$ cat src/design/sal_pkg.sv
// Shared types, constants and helper functions for the spawn admission limiter.
`default_nettype none

package sal_pkg;

    // Sizing of the block
    localparam int WINDOW_FRAMES = 20;
    localparam int NOTE_RANGE    = 128;  // power of two: note numbers wrap by masking
    localparam int SLOT_BITS     = 16;

    // Field widths
    localparam int OP_W        = 2;
    localparam int NOTE_W      = 7;
    localparam int MODE_W      = 2;
    localparam int LIMIT_W     = 16;
    localparam int PER_NOTE_W  = 8;
    localparam int LEVEL_W     = 3;
    localparam int CFG_IDX_W   = 2;
    localparam int CFG_DATA_W  = 16;
    localparam int COUNT_W     = 8;
    localparam int ADMIT_W     = 16;

    // Derived widths
    localparam int NOTE_AW  = $clog2(NOTE_RANGE);
    localparam int FILL_W   = $clog2(WINDOW_FRAMES + 1);
    localparam int POS_W    = (WINDOW_FRAMES > 1) ? $clog2(WINDOW_FRAMES) : 1;
    localparam int SUM_W    = $clog2(WINDOW_FRAMES * ((1 << ADMIT_W) - 1) + 1);

    // Budget: refuse once admits >= floor(limit * factor / BUDGET_DEN),
    // checked as BUDGET_DEN * (admits + 1) > limit * factor.
    localparam int BUDGET_DEN     = 20;
    localparam int FACTOR_STEP    = 3;
    localparam int FACTOR_MIN     = 5;
    localparam int LEVEL_FLOOR    = 5;
    localparam int FACTOR_W       = $clog2(BUDGET_DEN + 1);
    localparam int SCALED_W       = $clog2(BUDGET_DEN * (1 << ADMIT_W) + 1);
    localparam logic [ADMIT_W-1:0] ADMIT_MAX = '1;

    // Overload thresholds
    localparam int THR_SINGLE = 660;
    localparam int THR_Q0     = 128;
    localparam int THR_Q1     = 256;
    localparam int THR_Q2     = 384;
    localparam int THR_Q3     = 512;

    // Operation codes
    localparam logic [OP_W-1:0] OP_NOTE      = 2'd0;
    localparam logic [OP_W-1:0] OP_FRAME_END = 2'd1;
    localparam logic [OP_W-1:0] OP_RESET     = 2'd2;

    // Limit modes
    localparam logic [MODE_W-1:0] MODE_NONE      = 2'd0;
    localparam logic [MODE_W-1:0] MODE_PER_NOTE  = 2'd1;
    localparam logic [MODE_W-1:0] MODE_ONE_THR   = 2'd2;
    localparam logic [MODE_W-1:0] MODE_FOUR_THR  = 2'd3;

    // Latched threshold sets
    localparam logic [1:0] THR_NONE = 2'd0;
    localparam logic [1:0] THR_ONE  = 2'd1;
    localparam logic [1:0] THR_FOUR = 2'd2;

    // Configuration register indexes
    localparam logic [CFG_IDX_W-1:0] CFG_LIMIT_MODE     = 2'd0;
    localparam logic [CFG_IDX_W-1:0] CFG_BLOCK_LIMIT    = 2'd1;
    localparam logic [CFG_IDX_W-1:0] CFG_PER_NOTE_LIMIT = 2'd2;

    // Reset values of the configuration registers
    localparam logic [MODE_W-1:0]     MODE_RESET     = MODE_PER_NOTE;
    localparam logic [LIMIT_W-1:0]    LIMIT_RESET    = 16'd2500;
    localparam logic [PER_NOTE_W-1:0] PER_NOTE_RESET = 8'd1;

    typedef logic [NOTE_AW-1:0] t_note_addr;

    // Control from the item datapath to the window
    typedef struct packed {
        logic              update;   // frame end or reset command transfers this cycle
        logic              restart;  // reset command: empty window, latch thresholds
        logic [MODE_W-1:0] mode;
    } t_win_ctrl;

    function automatic logic [FACTOR_W-1:0] budget_factor(input logic [LEVEL_W-1:0] level);
        logic [FACTOR_W-1:0] f;
        if (level >= LEVEL_W'(LEVEL_FLOOR)) begin
            f = FACTOR_W'(FACTOR_MIN);
        end else begin
            f = FACTOR_W'(BUDGET_DEN) - FACTOR_W'(FACTOR_STEP) * FACTOR_W'(level);
        end
        return f;
    endfunction

    function automatic logic [LEVEL_W-1:0] count_levels(input logic [1:0] thr,
                                                         input logic [SUM_W-1:0] sum);
        logic [LEVEL_W-1:0] lv;
        case (thr)
            THR_ONE: begin
                lv = LEVEL_W'(sum > SUM_W'(THR_SINGLE));
            end
            THR_FOUR: begin
                lv = LEVEL_W'(sum > SUM_W'(THR_Q0)) + LEVEL_W'(sum > SUM_W'(THR_Q1))
                   + LEVEL_W'(sum > SUM_W'(THR_Q2)) + LEVEL_W'(sum > SUM_W'(THR_Q3));
            end
            default: begin
                lv = '0;
            end
        endcase
        return lv;
    endfunction

endpackage

`default_nettype wire

$ cat src/design/sal_ram.sv
// Generic single-write, single-read RAM with registered read data.
`default_nettype none

module sal_ram #(
    parameter int WIDTH = 8,
    parameter int DEPTH = 128
) (
    input  wire logic                     i_clk,
    input  wire logic                     i_wr_en,
    input  wire logic [$clog2(DEPTH)-1:0] i_wr_addr,
    input  wire logic [WIDTH-1:0]         i_wr_data,
    input  wire logic                     i_rd_en,
    input  wire logic [$clog2(DEPTH)-1:0] i_rd_addr,
    output logic      [WIDTH-1:0]         o_rd_data
);

    logic [WIDTH-1:0] r_mem [DEPTH];

    always_ff @(posedge i_clk) begin
        if (i_wr_en) begin
            r_mem[i_wr_addr] <= i_wr_data;
        end
    end

    // Read returns the old contents on a same-address write
    always_ff @(posedge i_clk) begin
        if (i_rd_en) begin
            o_rd_data <= r_mem[i_rd_addr];
        end
    end

endmodule

`default_nettype wire

$ cat src/design/sal_window.sv
// Sliding window of per-frame admission counts, running sum and overload level.
`default_nettype none

module sal_window (
    input  wire logic                        i_clk,
    input  wire logic                        i_rst_n,
    input  wire sal_pkg::t_win_ctrl          i_ctrl,
    input  wire logic [sal_pkg::ADMIT_W-1:0] i_admits,
    output logic      [sal_pkg::LEVEL_W-1:0] o_level,
    output logic      [sal_pkg::LEVEL_W-1:0] o_level_next
);
    import sal_pkg::*;

    logic [ADMIT_W-1:0] r_ring [WINDOW_FRAMES];
    logic [FILL_W-1:0]  r_fill,  n_fill;
    logic [POS_W-1:0]   r_pos,   n_pos;
    logic [SUM_W-1:0]   r_sum,   n_sum;
    logic [LEVEL_W-1:0] r_level, n_level;
    logic [1:0]         r_thr,   n_thr;

    logic [FILL_W-1:0]  base_fill;
    logic [POS_W-1:0]   base_pos;
    logic [SUM_W-1:0]   base_sum;
    logic [SUM_W-1:0]   sum_drop;
    logic               win_full;
    logic               push;

    always_comb begin
        base_fill = i_ctrl.restart ? '0 : r_fill;
        base_pos  = i_ctrl.restart ? '0 : r_pos;
        base_sum  = i_ctrl.restart ? '0 : r_sum;
        win_full  = base_fill >= FILL_W'(WINDOW_FRAMES);
        push      = i_ctrl.update &&
                    (i_ctrl.mode == MODE_ONE_THR || i_ctrl.mode == MODE_FOUR_THR);
        sum_drop  = win_full ? base_sum - SUM_W'(r_ring[base_pos]) : base_sum;

        n_thr = r_thr;
        if (i_ctrl.restart) begin
            case (i_ctrl.mode)
                MODE_ONE_THR:  n_thr = THR_ONE;
                MODE_FOUR_THR: n_thr = THR_FOUR;
                default:       n_thr = THR_NONE;
            endcase
        end

        n_fill  = i_ctrl.update ? base_fill : r_fill;
        n_pos   = i_ctrl.update ? base_pos  : r_pos;
        n_sum   = i_ctrl.update ? base_sum  : r_sum;
        n_level = r_level;
        if (push) begin
            n_fill  = win_full ? base_fill : base_fill + FILL_W'(1);
            n_pos   = (base_pos == POS_W'(WINDOW_FRAMES - 1)) ? '0 : base_pos + POS_W'(1);
            n_sum   = sum_drop + SUM_W'(i_admits);
            n_level = count_levels(n_thr, n_sum);
        end
    end

    always_ff @(posedge i_clk) begin
        if (!i_rst_n) begin
            r_fill  <= '0;
            r_pos   <= '0;
            r_sum   <= '0;
            r_level <= '0;
            r_thr   <= THR_NONE;
        end else begin
            r_fill  <= n_fill;
            r_pos   <= n_pos;
            r_sum   <= n_sum;
            r_level <= n_level;
            r_thr   <= n_thr;
        end
    end

    always_ff @(posedge i_clk) begin
        if (push) begin
            r_ring[base_pos] <= i_admits;
        end
    end

    assign o_level      = r_level;
    assign o_level_next = n_level;

endmodule

`default_nettype wire

$ cat src/design/spawn_admission_limiter.sv
// Spawn admission limiter: top level with item datapath and configuration registers.
// Pipeline: each item passes through the input register, then the result register.
// Throughput: one item per cycle while the result channel does not stall; set by the
//   read-modify-write of the per-note count RAM, with a forwarding register covering back-to-back notes.
// Reset (synchronous, active low): configuration returns to mode 1, limit 2500,
//   per-note limit 1; counters, window and pool clear at once, with no clearing pass.
`default_nettype none

module spawn_admission_limiter (
    input  wire logic                           i_clk,
    input  wire logic                           i_rst_n,
    // Input channel
    input  wire logic                           i_valid,
    output logic                                o_stall,
    input  wire logic [sal_pkg::OP_W-1:0]       i_operation,
    input  wire logic [sal_pkg::NOTE_W-1:0]     i_note,
    // Result channel
    output logic                                o_valid,
    input  wire logic                           i_stall,
    output logic                                o_accepted,
    output logic      [sal_pkg::SLOT_BITS-1:0]  o_slot,
    output logic                                o_slot_is_new,
    output logic      [sal_pkg::LEVEL_W-1:0]    o_overload_level,
    // Configuration write port
    input  wire logic                           i_cfg_wr_en,
    input  wire logic [sal_pkg::CFG_IDX_W-1:0]  i_cfg_index,
    input  wire logic [sal_pkg::CFG_DATA_W-1:0] i_cfg_data
);
    import sal_pkg::*;

    // ------------------------------------------------------------------
    // Configuration registers
    // ------------------------------------------------------------------
    logic [MODE_W-1:0]     r_limit_mode;
    logic [LIMIT_W-1:0]    r_block_limit;
    logic [PER_NOTE_W-1:0] r_per_note_limit;

    always_ff @(posedge i_clk) begin
        if (!i_rst_n) begin
            r_limit_mode     <= MODE_RESET;
            r_block_limit    <= LIMIT_RESET;
            r_per_note_limit <= PER_NOTE_RESET;
        end else if (i_cfg_wr_en) begin
            case (i_cfg_index)
                CFG_LIMIT_MODE:     r_limit_mode     <= i_cfg_data[MODE_W-1:0];
                CFG_BLOCK_LIMIT:    r_block_limit    <= i_cfg_data[LIMIT_W-1:0];
                CFG_PER_NOTE_LIMIT: r_per_note_limit <= i_cfg_data[PER_NOTE_W-1:0];
                default: ;  // unused index: drop the write
            endcase
        end
    end

    // ------------------------------------------------------------------
    // Handshake: input register feeds the result register. The input side
    // stalls only when an item sits in the input register and cannot move on.
    // ------------------------------------------------------------------
    logic            r_in_valid;
    logic [OP_W-1:0] r_op;
    t_note_addr      r_note;
    logic            r_out_valid;
    logic            w_advance;
    logic            w_in_xfer;

    assign w_advance = r_in_valid && (!r_out_valid || !i_stall);
    assign o_stall   = r_in_valid && !w_advance;
    assign w_in_xfer = i_valid && !o_stall;

    // ------------------------------------------------------------------
    // Per-note counts: RAM read at input transfer, written when the item
    // advances. A valid bit per note gives flash clear at frame end or reset; a
    // forwarding register catches a write to the address being read.
    // ------------------------------------------------------------------
    logic [NOTE_RANGE-1:0] r_cnt_valid;
    logic                  r_fwd_hit;
    logic [COUNT_W-1:0]    r_fwd_data;
    logic [COUNT_W-1:0]    w_ram_q;
    logic                  w_ram_we;
    logic [COUNT_W-1:0]    w_ram_wdata;
    logic [COUNT_W-1:0]    w_cnt_raw;
    logic [COUNT_W-1:0]    w_cnt;

    sal_ram #(
        .WIDTH (COUNT_W),
        .DEPTH (NOTE_RANGE)
    ) u_note_counts (
        .i_clk     (i_clk),
        .i_wr_en   (w_ram_we),
        .i_wr_addr (r_note),
        .i_wr_data (w_ram_wdata),
        .i_rd_en   (w_in_xfer),
        .i_rd_addr (i_note[NOTE_AW-1:0]),
        .o_rd_data (w_ram_q)
    );

    assign w_cnt_raw = r_fwd_hit ? r_fwd_data : w_ram_q;
    assign w_cnt     = r_cnt_valid[r_note] ? w_cnt_raw : '0;

    // ------------------------------------------------------------------
    // Frame state and slot ring
    // ------------------------------------------------------------------
    logic [ADMIT_W-1:0]   r_frame_admits, n_frame_admits;
    logic [SCALED_W-1:0]  r_admit_scaled, n_admit_scaled;  // BUDGET_DEN * (admits + 1)
    logic [SLOT_BITS-1:0] r_next_slot,    n_next_slot;
    logic                 r_pool_full,    n_pool_full;
    logic [NOTE_RANGE-1:0] n_cnt_valid;

    // Overload window
    t_win_ctrl          w_win_ctrl;
    logic [LEVEL_W-1:0] w_level;
    logic [LEVEL_W-1:0] w_level_next;

    sal_window u_window (
        .i_clk        (i_clk),
        .i_rst_n      (i_rst_n),
        .i_ctrl       (w_win_ctrl),
        .i_admits     (r_frame_admits),
        .o_level      (w_level),
        .o_level_next (w_level_next)
    );

    // Item datapath
    logic [SCALED_W-1:0]  w_budget_prod;
    logic                 w_ok;
    logic                 w_admit;
    logic [LIMIT_W-1:0]   w_bl;
    logic                 w_wrap_pre;
    logic [SLOT_BITS-1:0] w_slot;
    logic                 w_full_pre;
    logic [SLOT_BITS:0]   w_slot_inc;
    logic [SLOT_BITS-1:0] w_slot_nxt;
    logic                 w_wrap_post;

    always_comb begin
        // Budget check for the window modes, free of division
        w_budget_prod = SCALED_W'(r_block_limit) * SCALED_W'(budget_factor(w_level));

        case (r_limit_mode)
            MODE_PER_NOTE:               w_ok = w_cnt < r_per_note_limit;
            MODE_ONE_THR, MODE_FOUR_THR: w_ok = !(r_admit_scaled > w_budget_prod);
            default:                     w_ok = 1'b1;
        endcase
        w_admit = (r_op == OP_NOTE) && w_ok;

        // Slot ring: a zero limit behaves as one; wrap before and after the take
        w_bl        = (r_block_limit == '0) ? LIMIT_W'(1) : r_block_limit;
        w_wrap_pre  = (LIMIT_W + 1)'(r_next_slot) >= (LIMIT_W + 1)'(w_bl);
        w_slot      = w_wrap_pre ? '0 : r_next_slot;
        w_full_pre  = r_pool_full || w_wrap_pre;
        w_slot_inc  = (SLOT_BITS + 1)'(w_slot) + (SLOT_BITS + 1)'(1);
        w_slot_nxt  = w_slot_inc[SLOT_BITS-1:0];
        w_wrap_post = ((LIMIT_W + 1)'(w_slot_nxt) >= (LIMIT_W + 1)'(w_bl))
                   || (w_slot_nxt == '0);

        w_ram_we    = w_advance && w_admit && (r_limit_mode == MODE_PER_NOTE);
        w_ram_wdata = w_cnt + COUNT_W'(1);

        w_win_ctrl.update  = w_advance && (r_op == OP_FRAME_END || r_op == OP_RESET);
        w_win_ctrl.restart = w_advance && (r_op == OP_RESET);
        w_win_ctrl.mode    = r_limit_mode;

        // Hold by default
        n_frame_admits = r_frame_admits;
        n_admit_scaled = r_admit_scaled;
        n_next_slot    = r_next_slot;
        n_pool_full    = r_pool_full;
        n_cnt_valid    = r_cnt_valid;

        if (w_advance) begin
            case (r_op)
                OP_NOTE: begin
                    if (w_admit) begin
                        n_next_slot = w_wrap_post ? '0 : w_slot_nxt;
                        n_pool_full = w_full_pre || w_wrap_post;
                        // saturate the frame count
                        if (r_frame_admits != ADMIT_MAX) begin
                            n_frame_admits = r_frame_admits + ADMIT_W'(1);
                            n_admit_scaled = r_admit_scaled + SCALED_W'(BUDGET_DEN);
                        end
                        if (w_ram_we) begin
                            n_cnt_valid[r_note] = 1'b1;
                        end
                    end
                end
                OP_FRAME_END: begin
                    n_frame_admits = '0;
                    n_admit_scaled = SCALED_W'(BUDGET_DEN);
                    n_cnt_valid    = '0;
                end
                OP_RESET: begin
                    n_frame_admits = '0;
                    n_admit_scaled = SCALED_W'(BUDGET_DEN);
                    n_cnt_valid    = '0;
                    n_next_slot    = '0;
                    n_pool_full    = 1'b0;
                end
                default: ;  // unused operation: change nothing
            endcase
        end
    end

    always_ff @(posedge i_clk) begin
        if (!i_rst_n) begin
            r_in_valid     <= 1'b0;
            r_out_valid    <= 1'b0;
            r_frame_admits <= '0;
            r_admit_scaled <= SCALED_W'(BUDGET_DEN);
            r_next_slot    <= '0;
            r_pool_full    <= 1'b0;
            r_cnt_valid    <= '0;
        end else begin
            r_in_valid     <= w_in_xfer || (r_in_valid && !w_advance);
            r_out_valid    <= w_advance || (r_out_valid && i_stall);
            r_frame_admits <= n_frame_admits;
            r_admit_scaled <= n_admit_scaled;
            r_next_slot    <= n_next_slot;
            r_pool_full    <= n_pool_full;
            r_cnt_valid    <= n_cnt_valid;
        end
    end

    // Input register payload and forwarding capture
    always_ff @(posedge i_clk) begin
        if (w_in_xfer) begin
            r_op       <= i_operation;
            r_note     <= i_note[NOTE_AW-1:0];
            r_fwd_hit  <= w_ram_we && (r_note == i_note[NOTE_AW-1:0]);
            r_fwd_data <= w_ram_wdata;
        end
    end

    // Result register payload
    logic                 r_accepted;
    logic [SLOT_BITS-1:0] r_slot;
    logic                 r_slot_is_new;
    logic [LEVEL_W-1:0]   r_level;

    always_ff @(posedge i_clk) begin
        if (w_advance) begin
            r_accepted    <= w_admit;
            r_slot        <= w_admit ? w_slot : '0;
            r_slot_is_new <= w_admit && !w_full_pre;
            r_level       <= w_level_next;
        end
    end

    assign o_valid          = r_out_valid;
    assign o_accepted       = r_accepted;
    assign o_slot           = r_slot;
    assign o_slot_is_new    = r_slot_is_new;
    assign o_overload_level = r_level;

`ifndef SYNTH
    // An admitted slot lies inside the ring, or is the wrapped slot zero
    a_slot_in_ring: assert property (@(posedge i_clk) disable iff (!i_rst_n)
        (o_valid && o_accepted) |-> (o_slot == '0 || o_slot < r_block_limit))
        else $error("slot outside the ring");

    // A refusal carries neither slot nor new flag
    a_refused_clean: assert property (@(posedge i_clk) disable iff (!i_rst_n)
        (o_valid && !o_accepted) |-> (o_slot == '0 && !o_slot_is_new))
        else $error("refused item carries a slot");

    // The overload level never exceeds the number of thresholds
    a_level_bound: assert property (@(posedge i_clk) disable iff (!i_rst_n)
        w_level <= LEVEL_W'(4))
        else $error("overload level out of range");

    // A delivered result with nothing behind it empties the result register
    a_out_drain: assert property (@(posedge i_clk) disable iff (!i_rst_n)
        (o_valid && !i_stall && !w_advance) |=> !o_valid)
        else $error("result repeated");
`endif

endmodule

`default_nettype wire

$ cat config.mk
export PLATFORM = sky130hd
export DESIGN_NAME = spawn_admission_limiter
export DESIGN_NICKNAME = d
export VERILOG_FILES = /design/src/design/sal_pkg.sv /design/src/design/sal_ram.sv /design/src/design/sal_window.sv /design/src/design/spawn_admission_limiter.sv
export SDC_FILE = /design/constraint.sdc
export NUM_CORES = 2
export LEC_CHECK = 0
export ABC_AREA = 1
export BUFFER_PORTS_ARGS = -buffer_cell sky130_fd_sc_hd__buf_2
export CAP_MARGIN = 20
export CORE_MARGIN = 5
export CORE_UTILIZATION = 30
export DETAILED_ROUTE_END_ITERATION = 12
export PLACE_DENSITY = 0.42
export SYNTH_ARGS = -nofsm -noshare
export SYNTH_HDL_FRONTEND = slang
export SYNTH_SLANG_ARGS = --single-unit
$ cat constraint.sdc
create_clock -name i_clk -period 10.4 [get_ports i_clk]
set_input_delay 2.08 -clock i_clk [delete_from_list [all_inputs] [get_ports i_clk]]
set_output_delay 2.08 -clock i_clk [all_outputs]
set_load 0.005 [all_outputs]
# Word level (Yosys, flattened, before mapping)
# Memory sizes are Yosys's and may differ from the RTL's. A register that Yosys moved wholly into a read port is not among the register bits.
# Cells that the tools add are included.
# word_totals
mem_count,2
word_cells,154
register_bits,285
mem_bits_rw,1344
output_inout_bits,23
# op_classes
muxes,44
add_sub_neg,12
multipliers,2
bitwise,1
n_reduce_logical,42
order_cmp,13
eq_ne,15
# memory_table
name,words,word_bits,rd,rd_clocked_by_memory_dff,write_ports,line,source
u_note_counts.r_mem,128,8,1,1,1,sal_ram.sv:17,logic [WIDTH-1:0] r_mem [DEPTH];
u_window.r_ring,20,16,1,0,1,sal_window.sv:14,logic [ADMIT_W-1:0] r_ring [WINDOW_FRAMES];
# ops
operator,count
128-bit two-way mux,2
128-bit one-hot mux with 2 select lines,1
128-bit OR,1
21-bit two-way mux,6
16-bit two-way mux,6
16-bit one-hot mux with 2 select lines,2
5-bit two-way mux,9
"21-bit by 10-bit greater-than comparator with 1-bit output, second input constant",2
"21-bit by 9-bit greater-than comparator with 1-bit output, second input constant",2
21-bit one-hot mux with 2 select lines,1
"16-bit by 1-bit adder with 16-bit output, second input constant",2
16-bit greater-or-equal comparator,2
16-bit zero test,2
21-bit by 16-bit adder with 21-bit output,1
"21-bit by 5-bit adder with 21-bit output, second input constant",1
21-bit greater-than comparator,1
"21-bit by 8-bit greater-than comparator with 1-bit output, second input constant",1
16-bit by 5-bit multiplier with 21-bit output,1
21-bit by 16-bit subtractor with 21-bit output,1
8-bit two-way mux,2
"16-bit != test, second input constant",1
1-bit logical AND,13
"5-bit by 1-bit adder with 5-bit output, second input constant",2
"2-bit equality test, second input constant",5
other kinds (31),62

# Logic depth before layout (Yosys ltp)
# An unclocked memory read counts as a cell.
# logic_depth
word_depth,15
depth_mapped,53
depth_no_buf,51

# By module
# From an unflattened synthesis, not the netlist that was laid out.
# unflattened
cells_unflattened,7919
area_unflattened_um2,76458.3
# by_module_without_submodules
module,instances,area_each_um2,cells_each
sal_ram,1,42184.2,3575
spawn_admission_limiter,1,17469.3,2643
sal_window,1,16804.9,1701

# Worst setup path before layout
# No wires, ideal clock.
# synth_timing
path_type,in2reg
start,in i_stall
end,"reg r_level[1] (netlist: o_overload_level[1]), data pin"
setup_slack_ns,0.866
stages,45
arrival_ns,9.279
setup_time_ns,0.255
required_time_ns,10.145
path_buffers,2
path_cell_list,nand2_1 inv_1 nor2_1 nand2_2 nand2_1 clkbuf_1 clkbuf_1 a221oi_1 o311ai_0 nand2_1 nand2_1 o21ai_0 fa_1 nand3_1 nand3_1 a21oi_1 o21ai_0 or2_2 (+9 left out) nand2_1 a21oi_1 inv_1 nand2_1 nor2_1 nand3_1 nand2_1 nor2_1 nand2_1 nor3_1 inv_1 o22ai_1 inv_1 ha_1 fa_1 ha_1 nand3_1 nand2_1
# synth_between
elab_chain_cells,15
elab_cells_between_ends,26
cone_classes,add/sub: 5; order compare: 5; eq/ne: 2; mux: 7; reduce/logical: 6; memory: 1
# synth_lines
item,line,source
start: declaration,spawn_admission_limiter.sv:19,"input wire logic i_stall,"
1-bit zero test (*),spawn_admission_limiter.sv:64,assign w_advance = r_in_valid && (!r_out_valid || !i_stall);
1-bit logical OR (*),spawn_admission_limiter.sv:64,
1-bit logical AND (*),spawn_admission_limiter.sv:64,
named net w_advance,spawn_admission_limiter.sv:61,logic w_advance;
1-bit logical AND,spawn_admission_limiter.sv:158,w_win_ctrl.restart = w_advance && (r_op == OP_RESET);
5-bit two-way mux,sal_window.sv:30,base_pos = i_ctrl.restart ? '0 : r_pos;
memory 20 x 16 bit,--,
21-bit by 16-bit subtractor with 21-bit output,sal_window.sv:35,sum_drop = win_full ? base_sum - SUM_W'(r_ring[base_pos]) : base_sum;
21-bit two-way mux,sal_window.sv:35,
21-bit by 16-bit adder with 21-bit output,sal_window.sv:53,n_sum = sum_drop + SUM_W'(i_admits);
21-bit by 8-bit greater-than comparator with 1-bit output / 21-bit by 9-bit greater-than comparator with 1-bit output (equally long branches),sal_pkg.sv:99,lv = LEVEL_W'(sum > SUM_W'(THR_Q0)) + LEVEL_W'(sum > SUM_W'(THR_Q1))
1-bit by 1-bit adder with 2-bit output,sal_pkg.sv:99,
3-bit by 1-bit adder with 3-bit output (2 in a row),sal_pkg.sv:100,+ LEVEL_W'(sum > SUM_W'(THR_Q2)) + LEVEL_W'(sum > SUM_W'(THR_Q3));
3-bit one-hot mux with 2 select lines,sal_pkg.sv:94,case (thr)
3-bit two-way mux (*),sal_window.sv:50,if (push) begin
"named net u_window.o_level_next, one bit",sal_window.sv:10,output logic [sal_pkg::LEVEL_W-1:0] o_level_next
end signal: assignment,spawn_admission_limiter.sv:242,r_level <= w_level_next;
end: declaration,spawn_admission_limiter.sv:235,logic [LEVEL_W-1:0] r_level;
# The timed path passes the listed nets; every way through them passes the cells marked *.
# A chain may end at the register's enable or synchronous reset.

# Worst setup path after layout
# layout_timing
start,reg u_window.r_level[2] (netlist: u_window.o_level[2])
end,mem u_note_counts.r_mem[91][4] (enable)
# layout_between
elab_chain_cells,12
elab_cells_between_ends,13
cone_classes,add/sub: 1; mul: 2; order compare: 2; mux: 4; reduce/logical: 4
# layout_lines
item,line,source
start: declaration,sal_window.sv:18,"logic [LEVEL_W-1:0] r_level, n_level;"
start signal: assignment,sal_window.sv:69,r_level <= n_level;
2-bit by 3-bit multiplier with 5-bit output,sal_pkg.sv:86,f = FACTOR_W'(BUDGET_DEN) - FACTOR_W'(FACTOR_STEP) * FACTOR_W'(level);
5-bit subtractor,sal_pkg.sv:86,
5-bit two-way mux (*),sal_pkg.sv:83,if (level >= LEVEL_W'(LEVEL_FLOOR)) begin
16-bit by 5-bit multiplier with 21-bit output (*),spawn_admission_limiter.sv:135,w_budget_prod = SCALED_W'(r_block_limit) * SCALED_W'(budget_factor(w_level));
21-bit greater-than comparator (*),spawn_admission_limiter.sv:139,"MODE_ONE_THR, MODE_FOUR_THR: w_ok = !(r_admit_scaled > w_budget_prod);"
1-bit zero test (*),spawn_admission_limiter.sv:139,
1-bit one-hot mux with 2 select lines (*),spawn_admission_limiter.sv:137,case (r_limit_mode)
1-bit logical AND (*),spawn_admission_limiter.sv:142,w_admit = (r_op == OP_NOTE) && w_ok;
named net w_admit,spawn_admission_limiter.sv:124,logic w_admit;
1-bit logical AND (*) (2 in a row),spawn_admission_limiter.sv:154,w_ram_we = w_advance && w_admit && (r_limit_mode == MODE_PER_NOTE);
1-bit two-way mux (*),sal_ram.sv:20,if (i_wr_en) begin
1-bit two-way mux (not written as such) (*),sal_ram.sv:21,r_mem[i_wr_addr] <= i_wr_data;
end: declaration,sal_ram.sv:17,
# Marks and branches as above.

==> results by group <==
CTS
  • Clock latency on the worst-skew pair: 0.84 ns
  • CTS H-tree depth: 4
  • Reg clk slew, reported paths: 0.06 ns
  • CTS Hold Buffers Added: 0
  • Post-CTS setup buffers: 0
  • Number of clock sinks: 1635
  • Clock Tree Root: clkbuf_16
  • Clock Path Buffers: 3
  • Post_cts resized: 0
  • Num CTS Buffers: approximately 190
  • CTS tree: yes

Routing
  • DR DRC count: 0
  • Number of DRC markers in iteration 0: approximately 4800
  • Avg Vias per Cell: 5.12
  • Detailed-route via count: approximately 55000
  • Post-DR wirelength/cell: 23.1 um
  • First-pass DRT Iterations: 8
  • Post-Route WL: 248000 um
  • Antenna Nets Post-Route: 0

Power and ir drop
  • Max rail drop VDD: 0.000148 V
  • P per Cell Area: ~170 nW/um^2
  • Leakage dissipation: ~29 nW

Synthesis
  • Largest family of logic cells by synthesized area: simple AND/OR/NAND/NOR gates
  • Netlist cell types: 51
  • Yosys warns: 0
  • Mux contribution to synthesized area: 0.000268
  • Synthesized area: 74700 um^2
  • Cells after synthesis: 7330
  • Simple-Gate Fraction of Synth Area: 0.149
  • Ys flop type: edfxtp_1
  • Synthesized net count: around 7600
  • Sequential-to-total area share from yosys stat: 0.625
  • EDFF count, synth: 1391
  • Compound-gate portion of the synthesized area: 0.132
  • XOR/XNOR Fraction of Synth Area: 0.00950
  • Seq cells post-synth: 1635
  • Mapped Avg Cell Area: ~10 um^2
  • Post-Synth Adder-Cell Area: 0.0361
  • Post-synth ARST share: 0

Run
  • Maxcap violations: 0

Setup path
  • Worst Reg2Reg Path Length in Cells: 38
  • CP endpoint: u_note_counts.r_mem[91][4]
  • Crit. Startpoint: u_window.o_level[2]
  • Worst-path maximum fanout: 38
  • Delay of the slowest critical-path stage: 0.67 ns
  • Critical Path Source Type: flop
  • Critical path's slowest cell: nor2_1
  • R2R Path Start: u_window.o_level[2]
  • Setup CP Type: flop to flop
  • R2r setup slk: just under 0.8 ns
  • R2r endpoint: u_note_counts.r_mem[91][4]
  • Arrival time at the worst endpoint: 10.01 ns
  • Data required time at the worst endpoint: 10.79 ns
  • Crit. End Element: flop

STA
  • Worst Tran Pin Value: 1.18 ns
  • WHS: 0.462 ns
  • Worst Setup Slack, final: 0.787 ns
  • Final Setup Violations: 0
  • Slew margin rel.: 0.212
  • Setup TNS: 0 ns
  • Worst Skew: 0.0818 ns
  • Peak Freq: about 100 MHz
  • RSZ-0062 raised after global routing: no
  • Final hold violation count: 0
  • Tmin final: 9.61 ns
  • Period Utilization, post-route: 0.924
  • Count of pins over their slew limit: 0

Global routing
  • Initial antenna violation count: 11
  • Grt ovf: 0
  • Overall global routing resource usage: 0.186
  • Vias in the first global route: 54100
  • First-pass GRT wire length: 365000 um
  • Largest net degree at the start of global routing: 193

Floorplan
  • Core ar.: 248000 um^2
  • Die Wd: between 500 and 600 um
  • # IOs: 55
  • Initial Util: 0.301
  • Die H: between 500 and 600 um
  • Die area: ~260000 um^2
  • Row cnt: 183

Placement
  • I/O Buffers: 54
  • Setup WS pre-CTS: 0.480 ns
  • HPWL Detailed: about 150000 um
  • GP Congestion: 0.821

Layout
  • Most frequent cells in the layout: edfxtp_1, nand2_1, nor2_1
  • Layout cells sized above 1: 0.0828
  • Final Core Density: 0.343
  • Area Overhead vs Synth: 14.0%
  • Final #Nets: 7485
  • Most common cell after layout, fill and taps aside: edfxtp_1

Status
  • Status: finished, final reports clean

Hold path
  • Hold Crit Class: flop to flop
==> metrics by stage <==
stage / instance area, um^2 / power [mW] / instances
finish: 85100 / 14.4 / 10800
CTS: 84900 / 14.6 / 10800
global placement: 78800 / 7.97 / 10400
floorplan: 74700 / 7.66 / 7330
global route: 85100 / 14.9 / 10800
detailed placement: 78800 / 7.97 / 10400
==> kinds of logic after synthesis <==
kind of cell | count (synthesis)
buf+inv | 888
flops | 1635
fa+ha+maj | 188
xor+xnor | 81
mux | 2
simple gates | 2768
compound gates | 1768
==> cell type report <==
type                       count  area, um^2
tap                         3330        4170
clock inverter               105        1160
timing repair buffer         203        1670
inverter                     431        1640
clock buffer                 246        4950
fill                       25100      163000
multi-input combinational   4807       24900
antenna                        3        7.51
sequential                  1635       46700
==> registers in the layout, indices dropped and copies added, names as in the netlist, 7 cells and up <==
register and cells:
u_window.r_sum 21, r_block_limit 16, o_slot 16, r_note 7, r_fwd_data 8, r_frame_admits 16
u_note_counts.o_rd_data 8, r_next_slot 16, u_note_counts.r_mem 1024, u_window.r_ring 320, r_admit_scaled 19, r_cnt_valid 128
r_per_note_limit 8
==> worst min-delay path by stage <==
stage,start,to,depth (start not counted)
detailed placement,r_cnt_valid[28],r_cnt_valid[28],2
CTS,r_cnt_valid[28],r_cnt_valid[28],2
global placement,r_cnt_valid[114],r_cnt_valid[114],2
finish,r_cnt_valid[18],r_cnt_valid[18],2
global route,r_cnt_valid[64],r_cnt_valid[64],2
floorplan,r_per_note_limit[0],r_per_note_limit[0],2
==> power breakdown <==
| part | leakage, nW | internal [mW] | switching, mW |
|---|---|---|---|
| logic | 11.1 | 0.190 | 0.590 |
| registers | 14.8 | 7.03 | 0.0115 |
| clock network | 2.95 | 3.76 | 2.84 |
| total | 28.9 | 11.0 | 3.44 |
==> Yosys cell counts (24+ instances only) <==
library cell  instances  area [um^2]
nand3_1             336         1680
clkbuf_1            361         1360
o221ai_1             52          455
o211ai_1             31          233
edfxtp_1           1391        41800
o311ai_0             31          272
inv_1               424         1590
nor2_1             1128         4230
buf_2                39          195
a21oi_1             488         2440
ha_1                142         1780
xnor2_1              29          254
nand2_1            1169         4390
fa_1                 46          921
o21ai_1              24          120
a221oi_1             24          210
o22ai_1             275         1720
nor3_1               49          245
or2_2                24          150
nand4_1              31          194
xor2_1               52          455
dfxtp_1             244         4880
o21ai_0             775         3880
==> routing by layer <==
metal / track usage / routed length (um) / vias up
met5: 0 / 12 / -
met4: 0.0535 / 6990 / 2
met3: 0.0254 / 11600 / 352
met2: 0.303 / 116000 / 1401
met1: 0.258 / 113000 / 27600
li1: - / - / 25700
==> worst max-delay path: cells and delay by family (launching register included) <==
| kind | cells | cell delay, ns |
|---|---|---|
| xor+xnor | 1 | 0.13 |
| fa+ha+maj | 6 | 2.74 |
| flops | 1 | 0.52 |
| buf+inv | 6 | 1.09 |
| compound gates | 13 | 2.67 |
| simple gates | 12 | 1.93 |
Note: power is estimated with default switching activity, not from simulation.
